<file path="src/rtl/core/mhrb_pkg.sv">
package mhrb_pkg;

  localparam int unsigned SAMPLE_W = 32;
  localparam int unsigned CHAN_W   = 4;
  localparam int unsigned COUNT_W  = 7;

  typedef enum logic {
    CMD_WRITE = 1'b0,
    CMD_READ  = 1'b1
  } mhrb_op_t;

  typedef enum logic [1:0] {
    S_IDLE,
    S_SETUP,
    S_FETCH,
    S_EMIT
  } mhrb_state_t;

  // controller -> datapath
  typedef struct packed {
    logic wr_en;
    logic capture;
    logic setup;
    logic fetch;
    logic advance;
  } mhrb_cmd_t;

  // datapath -> controller
  typedef struct packed {
    logic last;
  } mhrb_stat_t;

endpackage

</file>
<file path="src/rtl/core/mhrb_ctrl.sv">
module mhrb_ctrl import mhrb_pkg::*; (
  input  logic       clk,
  input  logic       rst,
  input  logic       in_valid,
  input  logic       in_cmd,
  output logic       in_ready,
  output logic       out_valid,
  input  logic       out_ready,
  input  mhrb_stat_t stat,
  output mhrb_cmd_t  cmd
);

  mhrb_state_t state, state_next;

  always_ff @(posedge clk) begin
    if (rst) begin
      state <= S_IDLE;
    end else begin
      state <= state_next;
    end
  end

  always_comb begin
    state_next = state;
    unique case (state)
      S_IDLE: begin
        if (in_valid && (in_cmd == CMD_READ)) state_next = S_SETUP;
      end
      S_SETUP: state_next = S_FETCH;
      S_FETCH: state_next = S_EMIT;
      S_EMIT: begin
        if (out_ready) state_next = stat.last ? S_IDLE : S_FETCH;
      end
      default: state_next = S_IDLE;
    endcase
  end

  always_comb begin
    in_ready    = 1'b0;
    out_valid   = 1'b0;
    cmd         = '0;
    unique case (state)
      S_IDLE: begin
        in_ready    = 1'b1;
        cmd.wr_en   = in_valid && (in_cmd == CMD_WRITE);
        cmd.capture = in_valid && (in_cmd == CMD_READ);
      end
      S_SETUP: cmd.setup = 1'b1;
      S_FETCH: cmd.fetch = 1'b1;
      S_EMIT: begin
        out_valid   = 1'b1;
        cmd.advance = out_ready && !stat.last;
      end
      default: ;
    endcase
  end

  a_no_overlap: assert property (@(posedge clk) disable iff (rst)
    !(in_ready && out_valid))
    else $error("request taken while a result is pending");

  a_next_fetch: assert property (@(posedge clk) disable iff (rst)
    out_valid && out_ready && !stat.last |=> state == S_FETCH)
    else $error("read did not continue after a non-final result");

  a_done_idle: assert property (@(posedge clk) disable iff (rst)
    out_valid && out_ready && stat.last |=> in_ready)
    else $error("controller not idle after final result");

endmodule

</file>
<file path="config.mk">
export PLATFORM = sky130hd
export DESIGN_NAME = mhrb_ctrl
export DESIGN_NICKNAME = d
export VERILOG_FILES = /design/src/rtl/core/mhrb_pkg.sv /design/src/rtl/core/mhrb_ctrl.sv
export SDC_FILE = /design/constraint.sdc
export NUM_CORES = 1
export LEC_CHECK = 0
export ABC_AREA = 0
export BUFFER_PORTS_ARGS = -buffer_cell sky130_fd_sc_hd__buf_4
export CORE_AREA = 2 2 39 41
export CTS_CLUSTER_DIAMETER = 100
export DETAILED_ROUTE_END_ITERATION = 8
export DIE_AREA = 0 0 41 43
export PLACE_DENSITY = 0.43
export SYNTH_ARGS = -nofsm -noshare
export SYNTH_HDL_FRONTEND = slang
export SYNTH_SLANG_ARGS = --single-unit
</file>
<file path="constraint.sdc">
create_clock -name clk -period 0.8 [get_ports clk]
set_input_delay 0 -clock clk [delete_from_list [all_inputs] [get_ports clk]]
set_output_delay 0 -clock clk [all_outputs]
set_load 0.1 [all_outputs]
</file>
# After elaboration in Yosys (flattened, before gate mapping)
# Cells that the tools add are included.
# Widths: inputs -> output; s select.
# word_totals
ff_bits	2
in_bits	6
output_inout_bits	7
# op_classes
reduce_logical	6
n_bitwise	1
n_mux	10
n_eq_ne	5
# op_table
operator	count
$mux 2	4
$pmux 2 s4	1
$mux 1	5
$eq 2x2->1 const B	2
$ne 2x2->1 const B	2
$logic_and 1x1->1	3
$eq 2x1->1 const B	1
$logic_not 2->1	1
$reduce_and 2->1	1
$logic_not 1->1	1
$not 1->1	1

# Depth between registers and ports, before layout
# logic_depth
ltp_word	3
depth_mapped	2
ltp_nobuf	2

# Worst setup path after synthesis
# OpenSTA, ideal clock, no wires.
# synth_path
kind	flip-flop to output port
start	register state[1]
end	output cmd[4] (netlist bit)
t_required_ns	0.800
setup_slack_ns	-2.697
stages_incl_launch_ff	2
path_buffers	0
t_arrival_ns	3.497
cell_sequence	dfxtp_1 > nor4b_1
# synth_lines
element	line_no	rtl
start, declared	mhrb_ctrl.sv:13	mhrb_state_t state, state_next;
start signal, assigned	mhrb_ctrl.sv:19	state <= state_next;
end, declared	mhrb_ctrl.sv:10	output mhrb_cmd_t cmd

==> reports/results.ini <==
[clock_network]
cts_buffer_depth=2
cts_tree=done
clock_latency_ns=0.22
cts.sinks=2
numCtsBuffers=3
clkTransAtPathRegs_ns=0.03
cts.root.buffer_cell=clkbuf_4
htree_levels=1

[setup_path]
critPathBufInv=1
worstPathRequired_ns=0.80
cpMaxStageDelayCell=dfxtp_4
crit_fanout=7
timing.rr.end=state[1]
worstPathCellList=nor4b_4 -> buf_6
reg2reg_from=state[0]
worst_r2r_path_depth=3
critPathCaptureType=output pin
crit_start=state[0]
start_kind=register
crit_family=flip-flops
cp-endpoint=cmd[4]
critPathKind=register to output pin
rrSetupSlack_ns=-0.14
cp.depth=2
slowest_delay_ns=0.36
critPathArrivalTime_ns=1.13

[drt]
wire_per_inst_um=10.06
first_pass_iters=1
first_iter_violations=0
vias_per_cell=3.796
drc=0
ant_nets=0
drt_wl_total_um=493
vias=186

[global_route]
grt_start_max_net_pins=8
grtUsageTotal_pct=7.407
antenna_found_initial=0
grt_remaining_overflow=0
grt_pass1_vias=203
grt_first_pass_wirelength_um=834

[timing]
period_share_pct=140.7
slew_headroom_pct=85.22
hold_viol=0
fin_crit_ns=1.126
drv_slew=0
max_freq_mhz=888.4
rsz0062_at_grt=true
tightest_slew_ns=0.2207
layout_setup_ws_ns=-0.3257
setup_viol=9
whs_ns=0.006987
finClkSkew_ns=0.0005425

[die]
std_cell_rows=14
start_util_pct=9.494
dieArea_mm2=0.001763
die_w_um=41
core_area_mm2=0.001384
io_pins=13
die_h_um=43

[finish]
insertedDiodeCount=0
drive_gt1_share_pct=84.85
synthToLayoutAreaGrowth_pct=220.0
nets=41
max_flop_register=state
largest_reg_flops=2
largest_registers=state (2)

[logic_synthesis]
postSynthCellCount=14
synth_cell_types=11
yosysSeqAreaShare_pct=30.48
yosys_warnings=0
syn_area_um2=131.4
synth-seq-cells=2
syn-num-nets=20
avgSynthCellArea_um2=9.384

[placement]
port_buffers=12
dpl.hpwl_um=359.1
routabilityCongestion=0.6176
dp_slack_ns=-0.1476

[power_and_ir_drop]
powerDensity_mw_per_mm2=1756
p_leak_nw=0.1734
vdd_drop_max_uv=417.2
power_mw=0.7381

[outcome]
violations=setup timing
status=finished with violations

[flow_run]
cap_viol_max_count=0

[min_path]
hold_class=input pin to register

[cells in the mapped netlist, drive strengths merged]
master / count / area (um^2)
nand3: 1 / 5.000
and2b: 2 / 17.52
nor2: 2 / 7.510
a21oi: 1 / 5.000
and2: 1 / 8.760
dfxtp: 2 / 40.04
nor4b: 1 / 8.760
a311oi: 1 / 15.01
nand3b: 1 / 7.510
and3: 1 / 6.260
a21bo: 1 / 10.01
[layout by cell type, fill, tap and decap left out]
| master | instances |
|---|---|
| nor4b_4 | 1 |
| a21bo_2 | 1 |
| a311oi_2 | 1 |
| nand3b_1 | 1 |
| a21oi_1 | 1 |
| buf_8 | 1 |
| buf_6 | 2 |
| dlygate4sd3_1 | 2 |
| buf_4 | 6 |
| nor2_4 | 2 |
| clkbuf_4 | 3 |
| dfxtp_4 | 2 |
| nand3_1 | 1 |
| and3_4 | 1 |
| and2b_2 | 1 |
| and2_4 | 1 |
| buf_12 | 5 |
| and2b_4 | 1 |
[worst register-to-register path, cell delays in order (launching register included)]
cell and delay, ns:
dfxtp_4 0.36, buf_4 0.14, and2_4 0.16, a311oi_2 0.18
[logic make-up after synthesis]
| group | count (synthesis) | synth area share, % |
|---|---|---|
| compound gates | 3 | 22.85 |
| flops | 2 | 30.48 |
| simple gates | 9 | 46.68 |
[power by group]
| part | internal (mW) | leakage [nW] | switching, mW | total, mW |
|---|---|---|---|---|
| sequential | 0.109 | 0.0178 | 0.0206 | 0.129 |
| clock | 0.166 | 0.0138 | 0.0591 | 0.225 |
| combinational | 0.157 | 0.142 | 0.228 | 0.384 |
| total | 0.431 | 0.173 | 0.307 | 0.738 |
[worst min-delay path by stage]
stage / endpoint / slack (ns) / depth (start not counted) / startpoint
global placement: state[1] / 0.17 / 2 / rst
finish: state[1] / 0.007 / 2 / stat
floorplan: state[1] / 0.06 / 1 / rst
detailed placement: state[1] / 0.17 / 2 / rst
global route: state[1] / 0.02 / 2 / stat
CTS: state[1] / 0.002 / 2 / stat
[routing by layer]
| metal | part of all wire [%] | vias to the layer above | GRT usage [%] |
|---|---|---|---|
| met2 | 52 | 11 | 10.31 |
| met3 | 13 | 0 | 2.618 |
| li1 | - | 92 | - |
| met5 | 0 | - | 0 |
| met1 | 35 | 83 | 7.643 |
| met4 | 0 | 0 | 8.000 |
[final cells by class]
cell class	count	area [um^2]
fillers	140	963.4
repair buffers	16	202.7
multi-input cells	12	127.6
flip-flops and latches	2	47.55
clock buffers	3	22.52
well taps	16	20.02
[what timing repair did]
item	4_1_cts	5_1_grt
hold buffers	2	0
gates resized for setup	21	0
pin swaps	4	0
endpoints found under the setup margin	9	9
hold endpoints to repair	2	0
setup buffers	1	0
cloned	0	0
[per-stage QoR]
stage | TNS [ns] | instances | area (um^2) | utilization (%)
after global routing | -2.240 | 49 | 420.4 | 30.38
after CTS | -2.000 | 49 | 420.4 | 30.38
after detailed placement | -0.8653 | 43 | 287.8 | 20.80
after floorplan | -1.918 | 14 | 170.2 | -
after global placement | -0.8041 | 43 | 287.8 | 20.80
final | -1.915 | 49 | 420.4 | 30.38
Note: power is estimated with default switching activity, not from simulation.
